==> src/hw/rtl/bgpape_pkg.sv <==
// ---------------------------------------------------------------------------
// bgpape_pkg: shared types and codes for the AS_PATH extractor
// Result kinds, attribute constants and the command beat that travels
// from the parser front end to the number assembly back end.
// ---------------------------------------------------------------------------
package bgpape_pkg;

    localparam int KIND_W = 2;
    localparam logic [KIND_W-1:0] KIND_AS_NUMBER = 2'd0;
    localparam logic [KIND_W-1:0] KIND_PATH_END  = 2'd1;
    localparam logic [KIND_W-1:0] KIND_TRUNCATED = 2'd2;

    localparam logic [7:0] TYPE_AS_PATH = 8'd2;
    localparam logic [7:0] SEG_AS_SET   = 8'd1;
    localparam int         FLAG_EXTLEN_BIT = 4;

    localparam int CMDQ_DEPTH = 2;
    localparam int CMDQ_AW    = $clog2(CMDQ_DEPTH);

    // One command per AS byte or per result-producing byte
    typedef struct packed {
        logic [7:0]        byte_value;
        logic              acc_we;        // byte belongs to an AS number
        logic              acc_load;      // first octet of the number
        logic              emit;          // command produces a result beat
        logic [KIND_W-1:0] kind;
        logic              in_set;
        logic              segment_start;
        logic              path_end;
    } cmd_t;

endpackage

==> src/hw/rtl/bgpape_if.sv <==
// ---------------------------------------------------------------------------
// bgpape_byte_if / bgpape_result_if: valid/ready channels of the extractor
// Byte stream in, decoded AS numbers and markers out.
// ---------------------------------------------------------------------------
interface bgpape_byte_if;
    logic       valid;
    logic       ready;
    logic [7:0] byte_value;
    logic       last_byte;
    logic       four_octet_as;

    modport source (output valid, output byte_value, output last_byte,
                    output four_octet_as, input ready);
    modport sink   (input valid, input byte_value, input last_byte,
                    input four_octet_as, output ready);
endinterface

interface bgpape_result_if;
    logic        valid;
    logic        ready;
    logic [1:0]  kind;
    logic [31:0] as_number;
    logic        in_set;
    logic        segment_start;
    logic        path_end;

    modport source (output valid, output kind, output as_number, output in_set,
                    output segment_start, output path_end, input ready);
    modport sink   (input valid, input kind, input as_number, input in_set,
                    input segment_start, input path_end, output ready);
endinterface

==> src/hw/rtl/bgpape_front.sv <==
// ---------------------------------------------------------------------------
// bgpape_front: attribute and segment parser
// Walks the attribute headers and AS_PATH segments one byte a cycle while
// the queue has room; issues AS-byte and result commands to the back end.
// ---------------------------------------------------------------------------
module bgpape_front
    import bgpape_pkg::*;
(
    input  logic       clk,
    input  logic       rst_n,
    input  logic       byte_valid,
    input  logic [7:0] byte_value,
    input  logic       last_byte,
    input  logic       four_octet_as,
    output logic       byte_ready,
    output logic       push_valid,
    output cmd_t       push_cmd,
    input  logic       push_ready
);

    localparam logic [2:0] PH_FLAGS    = 3'd0;
    localparam logic [2:0] PH_TYPE     = 3'd1;
    localparam logic [2:0] PH_LEN_HI   = 3'd2;
    localparam logic [2:0] PH_LEN_LO   = 3'd3;
    localparam logic [2:0] PH_SKIP     = 3'd4;
    localparam logic [2:0] PH_SEG_TYPE = 3'd5;
    localparam logic [2:0] PH_SEG_CNT  = 3'd6;
    localparam logic [2:0] PH_AS_BYTES = 3'd7;

    logic [2:0]  phase_reg, phase_next;
    logic        ext_len_reg, ext_len_next;
    logic        is_path_reg, is_path_next;
    logic [15:0] attr_rem_reg, attr_rem_next;
    logic        seg_set_reg, seg_set_next;
    logic [7:0]  seg_rem_reg, seg_rem_next;
    logic        first_reg, first_next;
    logic [1:0]  octet_reg, octet_next;

    logic        accept;
    logic [15:0] attr_rem_dec;
    logic [15:0] len_value;
    logic [7:0]  seg_rem_dec;
    logic        num_done;
    logic        closes;
    logic        have_num;
    logic        num_start;
    logic        num_set;
    logic        truncated;

    assign byte_ready = push_ready;
    assign accept     = byte_valid && byte_ready;

    assign attr_rem_dec = attr_rem_reg - 16'd1;
    assign seg_rem_dec  = seg_rem_reg - 8'd1;
    assign len_value    = ext_len_reg ? {attr_rem_reg[15:8], byte_value}
                                      : {8'd0, byte_value};
    assign num_done     = four_octet_as ? (octet_reg == 2'd3) : (octet_reg != 2'd0);

    always_comb
    begin
        phase_next    = phase_reg;
        ext_len_next  = ext_len_reg;
        is_path_next  = is_path_reg;
        attr_rem_next = attr_rem_reg;
        seg_set_next  = seg_set_reg;
        seg_rem_next  = seg_rem_reg;
        first_next    = first_reg;
        octet_next    = octet_reg;
        closes        = 1'b0;
        have_num      = 1'b0;
        num_start     = 1'b0;
        num_set       = 1'b0;
        truncated     = 1'b0;

        push_cmd            = '0;
        push_cmd.byte_value = byte_value;

        unique case (phase_reg) inside
            PH_TYPE:
            begin
                is_path_next = (byte_value == TYPE_AS_PATH);
                phase_next   = ext_len_reg ? PH_LEN_HI : PH_LEN_LO;
            end
            PH_LEN_HI:
            begin
                attr_rem_next = {byte_value, 8'd0};
                phase_next    = PH_LEN_LO;
            end
            PH_LEN_LO:
            begin
                attr_rem_next = len_value;
                seg_set_next  = 1'b0;
                seg_rem_next  = 8'd0;
                first_next    = 1'b0;
                octet_next    = 2'd0;
                if (len_value == 16'd0)
                begin
                    phase_next = PH_FLAGS;
                    closes     = is_path_reg;
                end
                else
                begin
                    phase_next = is_path_reg ? PH_SEG_TYPE : PH_SKIP;
                end
            end
            PH_SKIP, PH_SEG_TYPE, PH_SEG_CNT, PH_AS_BYTES:
            begin
                attr_rem_next = attr_rem_dec;
                if (phase_reg == PH_SEG_TYPE)
                begin
                    seg_set_next = (byte_value == SEG_AS_SET);
                    phase_next   = PH_SEG_CNT;
                end
                else if (phase_reg == PH_SEG_CNT)
                begin
                    seg_rem_next = byte_value;
                    first_next   = 1'b1;
                    octet_next   = 2'd0;
                    phase_next   = (byte_value != 8'd0) ? PH_AS_BYTES : PH_SEG_TYPE;
                end
                else if (phase_reg == PH_AS_BYTES)
                begin
                    push_cmd.acc_we   = 1'b1;
                    push_cmd.acc_load = (octet_reg == 2'd0);
                    if (num_done)
                    begin
                        have_num     = 1'b1;
                        num_start    = first_reg;
                        num_set      = seg_set_reg;
                        first_next   = 1'b0;
                        octet_next   = 2'd0;
                        seg_rem_next = seg_rem_dec;
                        if (seg_rem_dec == 8'd0)
                        begin
                            phase_next = PH_SEG_TYPE;
                        end
                    end
                    else
                    begin
                        octet_next = octet_reg + 2'd1;
                    end
                end
                if (attr_rem_dec == 16'd0)
                begin
                    closes     = is_path_reg;
                    phase_next = PH_FLAGS;
                end
            end
            default:
            begin
                ext_len_next = byte_value[FLAG_EXTLEN_BIT];
                phase_next   = PH_TYPE;
            end
        endcase

        // End of block: report truncation and go back to the reset state
        if (last_byte)
        begin
            truncated     = (phase_next != PH_FLAGS);
            phase_next    = PH_FLAGS;
            ext_len_next  = 1'b0;
            is_path_next  = 1'b0;
            attr_rem_next = 16'd0;
            seg_set_next  = 1'b0;
            seg_rem_next  = 8'd0;
            first_next    = 1'b0;
            octet_next    = 2'd0;
        end

        if (truncated)
        begin
            push_cmd.emit = 1'b1;
            push_cmd.kind = KIND_TRUNCATED;
        end
        else if (have_num)
        begin
            push_cmd.emit          = 1'b1;
            push_cmd.kind          = KIND_AS_NUMBER;
            push_cmd.in_set        = num_set;
            push_cmd.segment_start = num_start;
            push_cmd.path_end      = closes;
        end
        else if (closes)
        begin
            push_cmd.emit     = 1'b1;
            push_cmd.kind     = KIND_PATH_END;
            push_cmd.path_end = 1'b1;
        end
    end

    assign push_valid = accept && (push_cmd.acc_we || push_cmd.emit);

    always_ff @(posedge clk or negedge rst_n)
    begin
        if (!rst_n)
        begin
            phase_reg    <= PH_FLAGS;
            ext_len_reg  <= 1'b0;
            is_path_reg  <= 1'b0;
            attr_rem_reg <= 16'd0;
            seg_set_reg  <= 1'b0;
            seg_rem_reg  <= 8'd0;
            first_reg    <= 1'b0;
            octet_reg    <= 2'd0;
        end
        else if (accept)
        begin
            phase_reg    <= phase_next;
            ext_len_reg  <= ext_len_next;
            is_path_reg  <= is_path_next;
            attr_rem_reg <= attr_rem_next;
            seg_set_reg  <= seg_set_next;
            seg_rem_reg  <= seg_rem_next;
            first_reg    <= first_next;
            octet_reg    <= octet_next;
        end
    end

endmodule

==> src/hw/rtl/bgpape_cmd_queue.sv <==
// ---------------------------------------------------------------------------
// bgpape_cmd_queue: short command queue between parser and back end
// Lets the parser keep taking bytes while the result side stalls.
// ---------------------------------------------------------------------------
module bgpape_cmd_queue
    import bgpape_pkg::*;
(
    input  logic clk,
    input  logic rst_n,
    input  logic push_valid,
    input  cmd_t push_cmd,
    output logic push_ready,
    output logic pop_valid,
    output cmd_t pop_cmd,
    input  logic pop_ready
);

    localparam logic [CMDQ_AW:0] FULL_COUNT = CMDQ_AW'(0) + (CMDQ_AW+1)'(CMDQ_DEPTH);

    cmd_t               mem_reg [CMDQ_DEPTH];
    logic [CMDQ_AW-1:0] wr_ptr_reg, wr_ptr_next;
    logic [CMDQ_AW-1:0] rd_ptr_reg, rd_ptr_next;
    logic [CMDQ_AW:0]   count_reg, count_next;
    logic               do_push;
    logic               do_pop;

    assign push_ready = (count_reg != FULL_COUNT);
    assign pop_valid  = (count_reg != '0);
    assign pop_cmd    = mem_reg[rd_ptr_reg];
    assign do_push    = push_valid && push_ready;
    assign do_pop     = pop_valid && pop_ready;

    always_comb
    begin
        wr_ptr_next = do_push ? wr_ptr_reg + 1'b1 : wr_ptr_reg;
        rd_ptr_next = do_pop ? rd_ptr_reg + 1'b1 : rd_ptr_reg;
        count_next  = count_reg;
        if (do_push && !do_pop)
        begin
            count_next = count_reg + 1'b1;
        end
        else if (do_pop && !do_push)
        begin
            count_next = count_reg - 1'b1;
        end
    end

    always_ff @(posedge clk)
    begin
        if (do_push)
        begin
            mem_reg[wr_ptr_reg] <= push_cmd;
        end
    end

    always_ff @(posedge clk or negedge rst_n)
    begin
        if (!rst_n)
        begin
            wr_ptr_reg <= '0;
            rd_ptr_reg <= '0;
            count_reg  <= '0;
        end
        else
        begin
            wr_ptr_reg <= wr_ptr_next;
            rd_ptr_reg <= rd_ptr_next;
            count_reg  <= count_next;
        end
    end

endmodule

==> src/hw/rtl/bgpape_back.sv <==
// ---------------------------------------------------------------------------
// bgpape_back: AS number assembly and result register
// Shifts AS bytes into the accumulator and registers each result beat.
// ---------------------------------------------------------------------------
module bgpape_back
    import bgpape_pkg::*;
(
    input  logic              clk,
    input  logic              rst_n,
    input  logic              pop_valid,
    input  cmd_t              pop_cmd,
    output logic              pop_ready,
    output logic              res_valid,
    output logic [KIND_W-1:0] res_kind,
    output logic [31:0]       res_as_number,
    output logic              res_in_set,
    output logic              res_segment_start,
    output logic              res_path_end,
    input  logic              res_ready
);

    logic [31:0]       acc_reg, acc_next;
    logic              valid_reg;
    logic [KIND_W-1:0] kind_reg;
    logic [31:0]       asn_reg;
    logic              set_reg;
    logic              start_reg;
    logic              end_reg;
    logic              do_pop;

    // Take a command whenever the output register is free or draining
    assign pop_ready = !valid_reg || res_ready;
    assign do_pop    = pop_valid && pop_ready;

    assign acc_next = pop_cmd.acc_load ? {24'd0, pop_cmd.byte_value}
                                       : {acc_reg[23:0], pop_cmd.byte_value};

    always_ff @(posedge clk)
    begin
        if (do_pop && pop_cmd.acc_we)
        begin
            acc_reg <= acc_next;
        end
        if (do_pop && pop_cmd.emit)
        begin
            kind_reg  <= pop_cmd.kind;
            asn_reg   <= (pop_cmd.kind == KIND_AS_NUMBER) ? acc_next : 32'd0;
            set_reg   <= pop_cmd.in_set;
            start_reg <= pop_cmd.segment_start;
            end_reg   <= pop_cmd.path_end;
        end
    end

    always_ff @(posedge clk or negedge rst_n)
    begin
        if (!rst_n)
        begin
            valid_reg <= 1'b0;
        end
        else if (do_pop && pop_cmd.emit)
        begin
            valid_reg <= 1'b1;
        end
        else if (res_ready)
        begin
            valid_reg <= 1'b0;
        end
    end

    assign res_valid         = valid_reg;
    assign res_kind          = kind_reg;
    assign res_as_number     = asn_reg;
    assign res_in_set        = set_reg;
    assign res_segment_start = start_reg;
    assign res_path_end      = end_reg;

endmodule

==> src/hw/rtl/bgp_as_path_extractor.sv <==
// ---------------------------------------------------------------------------
// bgp_as_path_extractor: AS_PATH extractor for a BGP path attribute block
//
// The bytes channel takes the attribute block one byte a beat, with
// last_byte on the final byte and four_octet_as giving the AS number width.
// The results channel gives one beat per decoded AS number (kind 0, with
// set and segment-start marks), one per AS_PATH close that carries no
// number (kind 1), and one truncation error (kind 2) when the block ends
// inside an attribute. Most bytes give no result beat.
// Throughput: one byte per cycle while the command queue has room.
// Path: a result is registered in the command queue and then in the
// output register before it appears on the results channel.
// Reset: the parser goes back to expecting a flags byte and the queue and
// output register empty. After every last byte the parser alone returns
// to expecting a flags byte; queued beats still drain.
// Stall: a stalled results channel holds its beat; the two-entry queue
// absorbs commands until full, then bytes.ready drops.
// ---------------------------------------------------------------------------
module bgp_as_path_extractor
    import bgpape_pkg::*;
(
    input  logic                    clk,
    input  logic                    rst_n,
    bgpape_byte_if.sink             bytes,
    bgpape_result_if.source         results
);

    logic byte_ready;
    logic push_valid;
    logic push_ready;
    cmd_t push_cmd;
    logic pop_valid;
    logic pop_ready;
    cmd_t pop_cmd;

    assign bytes.ready = byte_ready;

    bgpape_front u_front (
        .clk           (clk),
        .rst_n         (rst_n),
        .byte_valid    (bytes.valid),
        .byte_value    (bytes.byte_value),
        .last_byte     (bytes.last_byte),
        .four_octet_as (bytes.four_octet_as),
        .byte_ready    (byte_ready),
        .push_valid    (push_valid),
        .push_cmd      (push_cmd),
        .push_ready    (push_ready)
    );

    bgpape_cmd_queue u_queue (
        .clk        (clk),
        .rst_n      (rst_n),
        .push_valid (push_valid),
        .push_cmd   (push_cmd),
        .push_ready (push_ready),
        .pop_valid  (pop_valid),
        .pop_cmd    (pop_cmd),
        .pop_ready  (pop_ready)
    );

    bgpape_back u_back (
        .clk               (clk),
        .rst_n             (rst_n),
        .pop_valid         (pop_valid),
        .pop_cmd           (pop_cmd),
        .pop_ready         (pop_ready),
        .res_valid         (results.valid),
        .res_kind          (results.kind),
        .res_as_number     (results.as_number),
        .res_in_set        (results.in_set),
        .res_segment_start (results.segment_start),
        .res_path_end      (results.path_end),
        .res_ready         (results.ready)
    );

endmodule

==> src/flat_wrapper.sv <==
// flat-port wrapper written by rule: the top's interface ports become plain ports
module bgp_as_path_extractor_flat import bgpape_pkg::*;
  (clk, rst_n, bytes_valid, bytes_byte_value, bytes_last_byte, bytes_four_octet_as, bytes_ready, results_valid, results_kind, results_as_number, results_in_set, results_segment_start, results_path_end, results_ready);
  bgpape_byte_if bytes_i ();
  bgpape_result_if results_i ();
  input  logic clk;
  input  logic rst_n;
  input wire logic [$bits(bytes_i.valid)-1:0] bytes_valid;
  input wire logic [$bits(bytes_i.byte_value)-1:0] bytes_byte_value;
  input wire logic [$bits(bytes_i.last_byte)-1:0] bytes_last_byte;
  input wire logic [$bits(bytes_i.four_octet_as)-1:0] bytes_four_octet_as;
  output wire logic [$bits(bytes_i.ready)-1:0] bytes_ready;
  output wire logic [$bits(results_i.valid)-1:0] results_valid;
  output wire logic [$bits(results_i.kind)-1:0] results_kind;
  output wire logic [$bits(results_i.as_number)-1:0] results_as_number;
  output wire logic [$bits(results_i.in_set)-1:0] results_in_set;
  output wire logic [$bits(results_i.segment_start)-1:0] results_segment_start;
  output wire logic [$bits(results_i.path_end)-1:0] results_path_end;
  input wire logic [$bits(results_i.ready)-1:0] results_ready;
  assign bytes_i.valid = bytes_valid;
  assign bytes_i.byte_value = bytes_byte_value;
  assign bytes_i.last_byte = bytes_last_byte;
  assign bytes_i.four_octet_as = bytes_four_octet_as;
  assign bytes_ready = bytes_i.ready;
  assign results_valid = results_i.valid;
  assign results_kind = results_i.kind;
  assign results_as_number = results_i.as_number;
  assign results_in_set = results_i.in_set;
  assign results_segment_start = results_i.segment_start;
  assign results_path_end = results_i.path_end;
  assign results_i.ready = results_ready;
  bgp_as_path_extractor u_core (.clk(clk), .rst_n(rst_n), .bytes(bytes_i), .results(results_i));
endmodule
==> config.mk <==
export PLATFORM = sky130hd
export DESIGN_NAME = bgp_as_path_extractor_flat
export DESIGN_NICKNAME = d
export VERILOG_FILES = /design/src/hw/rtl/bgpape_pkg.sv /design/src/hw/rtl/bgpape_if.sv /design/src/hw/rtl/bgpape_front.sv /design/src/hw/rtl/bgpape_cmd_queue.sv /design/src/hw/rtl/bgpape_back.sv /design/src/hw/rtl/bgp_as_path_extractor.sv /design/src/flat_wrapper.sv
export SDC_FILE = /design/constraint.sdc
export NUM_CORES = 1
export LEC_CHECK = 0
export BUFFER_PORTS_ARGS = -buffer_cell sky130_fd_sc_hd__buf_2
export CORE_AREA = 2 2 127 92
export CTS_CLUSTER_SIZE = 28
export DETAILED_ROUTE_END_ITERATION = 8
export DIE_AREA = 0 0 129 94
export PLACE_DENSITY = 0.78
export SETUP_SLACK_MARGIN = 0.1
export SLEW_MARGIN = 25
export SYNTH_ARGS = -nofsm -noshare
export SYNTH_HDL_FRONTEND = slang
export SYNTH_HIERARCHICAL = 1
export SYNTH_SLANG_ARGS = --single-unit
export TNS_END_PERCENT = 5
==> constraint.sdc <==
create_clock -name clk -period 4.6 [get_ports clk]
set_input_delay 0.23 -clock clk [delete_from_list [all_inputs] [get_ports clk]]
set_output_delay 0.23 -clock clk [all_outputs]
set_load 0.05 [all_outputs]
# ---- Word-level counts from Yosys, hierarchy flattened
# Memory sizes are Yosys's and may differ from the RTL's.
# Cells that the tools add are included.
dict set report op_classes {
  n_addsub 7
  reduce_logical 35
  eq_ne 16
  n_mux 78
}
# op count
set op_table {}
lappend op_table {{case mux 16 bit (3 select lines)} 1}
lappend op_table {{two-way mux 8 bit} 5}
lappend op_table {{two-way mux 1 bit} 38}
lappend op_table {{two-way mux 3 bit} 12}
lappend op_table {{zero test 16 bit} 2}
lappend op_table {{two-way mux 16 bit} 2}
lappend op_table {{two-way mux 32 bit} 1}
lappend op_table {{two-way mux 2 bit} 13}
lappend op_table {{case mux 8 bit (2 select lines)} 1}
lappend op_table {{subtractor 16 x 1 -> 16 bit, second input constant} 1}
lappend op_table {{equality test 3 bit, second input constant} 4}
lappend op_table {{case mux 3 bit (4 select lines)} 1}
lappend op_table {{nonzero test 2 bit} 5}
lappend op_table {{equality test 8 x 1 -> 1 bit, second input constant} 1}
lappend op_table {{equality test 8 x 2 -> 1 bit, second input constant} 1}
lappend op_table {{logical AND 1 bit} 8}
lappend op_table {{zero test 8 bit} 1}
lappend op_table {{inequality test 4 bit, second input constant} 2}
lappend op_table {{nonzero test 8 bit} 1}
lappend op_table {{subtractor 8 x 1 -> 8 bit, second input constant} 1}
lappend op_table {{OR reduction 7 bit} 1}
lappend op_table {{equality test 3 x 2 -> 1 bit, second input constant} 2}
lappend op_table {{inequality test 3 bit, second input constant} 2}
lappend op_table {{case mux 1 bit (2 select lines)} 3}
lappend op_table {{18 further kinds} 27}
dict set report word_totals {
  ramBits 32
  regBits 99
  word_cells 155
  inputBits 14
  mem_count 1
}
# name depth width read_ports rd_clocked_by_memory_dff wr line_no
set mem_list {}
lappend mem_list {u_core.u_queue.mem_reg 2 16 1 0 1 bgpape_cmd_queue.sv:20} ;# cmd_t mem_reg [CMDQ_DEPTH];

# ---- Longest topological paths before layout
dict set report depth {
  depth_word 19
  ltp_mapped 17
  ltp_nobuf 14
}

# ---- Modules after synthesis
# The synthesis kept the hierarchy.
# mod seq_area_each_um2 area_per_inst_um2 cells_per_inst instances
set modules_own_cells {}
lappend modules_own_cells {bgpape_front 825.8 2740.1 346 1}
lappend modules_own_cells {bgpape_back 1856.8 2222.1 120 1}
lappend modules_own_cells {bgpape_cmd_queue 1061.0 1402.6 68 1}

# ---- Least setup slack after synthesis
# Ideal clock, no wire load.
dict set report synth_path {
  path_type {register to register}
  startpoint {reg u_core.u_front.attr_rem_reg[1]}
  endpoint {mem u_core/u_queue/mem_reg[0][0] in the netlist's numbering, enable pin}
  slack_ns 0.557
  required_time_ns 4.212
  path_stages_with_launch 14
  synth_period_minus_slack_ns 4.043
  arrival_time_ns 3.655
  cell_sequence {dfrtp_1 > clkbuf_1 > inv_1 > ha_1 > or3b_1 > clkbuf_1 > o32ai_1 > a22oi_2 > or4_1 > buf_2 > mux2i_1 > a221oi_1 > nand2_1 > nor2_1}
}
dict set report synth_between {
  elab_chain_cells 12
  word_cells_on_any_way 16
  classes_between {1 x add/sub; 10 x mux; 5 x reduce/logical}
}
# element line_no
set synth_lines {}
lappend synth_lines {{start, declared} bgpape_front.sv:33} ;# logic [15:0] attr_rem_reg, attr_rem_next;
lappend synth_lines {{start signal, assigned} bgpape_front.sv:211} ;# attr_rem_reg <= attr_rem_next;
lappend synth_lines {{subtractor 16 x 1 -> 16 bit (*)} bgpape_front.sv:53} ;# assign attr_rem_dec = attr_rem_reg - 16'd1;
lappend synth_lines {{zero test 16 bit (*)} bgpape_front.sv:143} ;# if (attr_rem_dec == 16'd0)
lappend synth_lines {{two-way mux 3 bit / two-way mux 1 bit (equally long branches)} bgpape_front.sv:143}
lappend synth_lines {{case mux 3 bit (4 select lines) / case mux 1 bit (2 select lines) (equally long branches)} bgpape_front.sv:78} ;# unique case (phase_reg) inside
lappend synth_lines {{nonzero test 3 bit / two-way mux 3 bit (equally long branches)} {bgpape_front.sv:159, bgpape_front.sv:183}}
lappend synth_lines {{two-way mux 1 bit / two-way mux 3 bit (equally long branches)} {bgpape_front.sv:157, bgpape_front.sv:175}}
lappend synth_lines {{two-way mux 3 bit (*)} bgpape_front.sv:170} ;# if (truncated)
lappend synth_lines {{logical OR 1 bit (*)} bgpape_front.sv:191} ;# assign push_valid = accept && (push_cmd.acc_we || push_cmd.emit);
lappend synth_lines {{logical AND 1 bit (*)} bgpape_front.sv:191}
lappend synth_lines {{via u_core.push_valid} bgp_as_path_extractor.sv:29} ;# logic push_valid;
lappend synth_lines {{logical AND 1 bit (*)} bgpape_cmd_queue.sv:30} ;# assign do_push = push_valid && push_ready;
lappend synth_lines {{two-way mux 1 bit (*)} bgpape_cmd_queue.sv:50} ;# if (do_push)
lappend synth_lines {{two-way mux 1 bit (not written as such) (*)} bgpape_cmd_queue.sv:52} ;# mem_reg[wr_ptr_reg] <= push_cmd;
lappend synth_lines {{end, declared} bgpape_cmd_queue.sv:20}
# Mark *: on every way through the listed nets, which the timed path passes. The rest lies on a longest branch.

# ---- Worst setup path in the final report
dict set report layout_path {
  startpoint {reg u_core.u_front.attr_rem_reg[1]}
  endpoint {reg u_core.u_queue.count_reg[1]}
}
dict set report layout_between {
  elab_chain_cells 13
  word_cells_on_any_way 19
  classes_between {1 x add/sub; 9 x mux; 9 x reduce/logical}
}
# element line_no
set layout_lines {}
lappend layout_lines {{subtractor 16 x 1 -> 16 bit (*)} bgpape_front.sv:53}
lappend layout_lines {{zero test 16 bit (*)} bgpape_front.sv:143}
lappend layout_lines {{two-way mux 3 bit / two-way mux 1 bit (equally long branches)} bgpape_front.sv:143}
lappend layout_lines {{case mux 3 bit (4 select lines) / case mux 1 bit (2 select lines) (equally long branches)} bgpape_front.sv:78}
lappend layout_lines {{nonzero test 3 bit / two-way mux 3 bit (equally long branches)} {bgpape_front.sv:159, bgpape_front.sv:183}}
lappend layout_lines {{two-way mux 1 bit / two-way mux 3 bit (equally long branches)} {bgpape_front.sv:157, bgpape_front.sv:175}}
lappend layout_lines {{two-way mux 3 bit (*)} bgpape_front.sv:170}
lappend layout_lines {{logical OR 1 bit (*)} bgpape_front.sv:191}
lappend layout_lines {{logical AND 1 bit (*)} bgpape_front.sv:191}
lappend layout_lines {{via u_core.push_valid} bgp_as_path_extractor.sv:29}
lappend layout_lines {{logical AND 1 bit (*)} bgpape_cmd_queue.sv:30}
lappend layout_lines {{via u_core.u_queue.do_push} bgpape_cmd_queue.sv:24} ;# logic do_push;
lappend layout_lines {{zero test 1 bit} bgpape_cmd_queue.sv:42} ;# else if (do_pop && !do_push)
lappend layout_lines {{logical AND 1 bit} bgpape_cmd_queue.sv:42}
lappend layout_lines {{nonzero test 2 bit (no line)} -}
lappend layout_lines {{end signal, assigned} bgpape_cmd_queue.sv:68} ;# count_reg <= count_next;
lappend layout_lines {{end, declared} bgpape_cmd_queue.sv:23} ;# logic [CMDQ_AW:0] count_reg, count_next;
# Marked as above.
# A chain may end at the register's enable or synchronous reset.

==> impl_metrics.tcl <==
set metrics [dict create \
    status "finished, final reports clean" \
    ir_worst_vdd_uv 344 \
    hold_path.class "primary input to flop" \
    core_area_um2 10900 \
    yosysSeqAreaShare 0.588 \
    die_w_um 129 \
    grt_max_degree 39 \
    start_kind "flop" \
    rows 32 \
    fmax_ghz 0.251 \
    cts_tree "yes" \
    clkSinkCount 131 \
    net-switching-power_w 0.00226 \
    fill_cells 765 \
    grt_overflow 0 \
    relSlewSlack 0.403 \
    end_kind "flop" \
    fin_setup_tns_ns 0 \
    cts-hold-fix-buffers 1 \
    dr.pass1.iters 5 \
    drt-initial-drc-count 419 \
    maxCapViolCount 0 \
    total_leakage_power_nw 2.93 \
    dp.final_hpwl_um 8940 \
    gp_congestion 0.932 \
    design.die.area_um2 12100 \
    grt_use_total 0.245 \
    worst_pin_slew_ns 0.896 \
    fin_worst_skew_ns 0.0113 \
    vias 4333 \
    wl_per_cell_um 18.9 \
    critical_path_class "flop to flop" \
    synth_cell_types 67 \
    grt_antenna_before_repair 0 \
    slowest_delay_ns 0.68 \
    power_frac_seq 0.348 \
    holdWs_ns 0.136 \
    first_global_vias 4182 \
    die_h_um 94 \
    yosysTopAreaCell "edfxtp_1" \
    wl_um 13900 \
    comb_power_share 0.394 \
    ys.flop_type "edfxtp_1" \
    path_cells "inv_1 -> ha_1 -> or3b_1 -> o32ai_1 -> a22oi_2 -> or4_1 -> mux2i_1 -> a221oi_1 -> nand2_1 -> inv_1 -> ha_1 -> nor2_1 -> xor2_1" \
    start_util 0.587 \
    cts_buffers 17 \
    final_cell_mix "93 x edfxtp_1, 51 x buf_2, 38 x dfrtp_1, 38 x nor2_1, 36 x and2_1" \
    finalCritPeriodShare 0.866 \
    synth_fp_nets 555 \
    synth-edff-count 93 \
    yosysTopAreaCellShare 0.439 \
    fin_area_um2 7320 \
    ys_top_cells_by_area "edfxtp_1 44%, dfrtp_1 15%, and2_1 3.5%" \
    clkPwrFrac 0.258 \
    cts_resized 0 \
    post_route_cells_drive_above_1_share 0.217 \
    p_int_w 0.00348 \
    finalMaxSlewViolations 0 \
    cp.required_ns 4.93 \
    dpl_cell_area_um2 6620 \
    htreeDepth 4 \
    rsz0062_at_grt "no" \
    clk_path_buf_depth 2 \
    arrival_ns 4.32 \
    clk_pin_slew_ns 0.06 \
    n_antenna_cell 0 \
    seq_area_um2 3740 \
    multi_input_area_um2 2340 \
    hold_viol 0 \
    cts_root_buf "clkbuf_16" \
    syn-cell-area_um2 6360 \
    io_pins 53 \
    grt_pass1_wl_um 22000 \
    io_buffers 52 \
    setup-violations-final 0 \
    synthArstFlopShare 0.290 \
    final_common_cell "edfxtp_1" \
    area_growth_pct 15.0 \
    clk_latency_ns 0.42 \
    cts_setup_buffers 0 \
    switching_share 0.394 \
    crit_slowest_cell "or4_1" \
    syn_avg_cell_area_um2 11.9 \
    fin_nets 589 \
    synth_seq_cells 131 \
    avgViaCountPerCell 5.90 \
    synth_cells 534 \
    drc 0 \
    ys_warn_count 6 \
    drt.antenna.violating_nets 0 \
    crit_path_max_fanout 8 \
    p_per_area_nw_per_um2 784 \
    post-route-min-period_ns 3.99 \
]
path summary, 6_finish.rpt:
| kind | from | endpoint | slack [ns] | cells after the start |
|---|---|---|---|---|
| worst max register to register | u_core/u_front/attr_rem_reg[1] | u_core/u_queue/count_reg[1] | 0.61 | 13 |
| min in group asynchronous | rst_n | u_core/u_front/attr_rem_reg[5] | 0.33 | 2 |
| worst min register to register | u_core/u_front/first_reg | u_core/u_front/first_reg | 0.49 | 2 |
| worst min-delay path | bytes_byte_value[3] | u_core/u_queue/mem_reg[1][11] | 0.14 | 1 |
| max in group asynchronous | rst_n | u_core/u_front/ext_len_reg | 3.92 | 2 |
| worst max-delay path | u_core/u_front/attr_rem_reg[1] | u_core/u_queue/count_reg[1] | 0.61 | 13 |
power by group through the flow:
| stage | combinational, W | sequential, W | clock [W] |
|---|---|---|---|
| after floorplan | 0.00150 | 0.00229 | 0 |
| after global placement | 0.00213 | 0.00199 | 0 |
| after detailed placement | 0.00219 | 0.00201 | 0 |
| after CTS | 0.00221 | 0.00199 | 0.00150 |
| after global routing | 0.00244 | 0.00204 | 0.00155 |
| final | 0.00226 | 0.00200 | 0.00148 |
logic make-up (layout without fill, tap and decap cells):
kind of cell	count (synthesis)	after routing	share of synthesized area
flip-flops	131	131	0.588
multiplexers	20	20	0.0399
buffers and inverters	57	104	0.0480
AND/OR/NAND/NOR	197	197	0.174
XOR/XNOR	19	19	0.0261
AO/OA/AOI/OAI	103	103	0.110
adder cells (fa/ha/maj)	7	7	0.0138
critical path, delay by kind of cell, from the launching register on:
kind | cells | cell delay (ns)
AND/OR/NAND/NOR | 4 | 1.50
adder cells (fa/ha/maj) | 2 | 0.55
flip-flops | 1 | 0.46
buffers and inverters | 2 | 0.21
XOR/XNOR | 1 | 0.17
multiplexers | 1 | 0.18
AO/OA/AOI/OAI | 3 | 0.83
synthesized netlist by cell type (6+ instances only):
cell type   n
edfxtp_1   93
nor2_1     39
dfrtp_1    38
and2_1     36
nand2_1    28
o21ai_0    28
clkbuf_1   24
a21oi_1    19
nor2b_1    15
a22o_1     13
inv_1      13
buf_4      11
and3_1     10
nor3_1     10
xnor2_1    10
mux2_4      9
nor4_1      9
xor2_1      9
a211oi_1    8
nand2b_1    8
o31ai_1     8
ha_1        7
mux2_2      7
or3_1       6
or4_1       6
per-stage QoR:
stage          std cells  total power (W)  utilization  setup slack, ns
2_1_floorplan        534          0.00378            -            0.557
3_3_place_gp         700          0.00412        0.610            0.898
3_5_place_dp         700          0.00420        0.610            0.714
4_1_cts              733          0.00571        0.671            0.645
5_1_grt              734          0.00604        0.675            0.325
6_report             734          0.00574        0.675            0.614
routing by layer:
metal  share of wire  up-vias  track usage
met3           0.068       36       0.0695
met5               0        -            0
li1                -     2013            -
met4           0.027        0        0.101
met1            0.45     2106        0.340
met2            0.45      178        0.364
cell type report:
cell class	instances	share of cell area
clock buffers	17	0.0581
clock inverters	15	0.0313
inverters	13	0.00667
multi-input cells	346	0.320
flip-flops and latches	131	0.511
well taps	153	0.0262
repair buffers	59	0.0462
(Power assumes the default switching activity.)
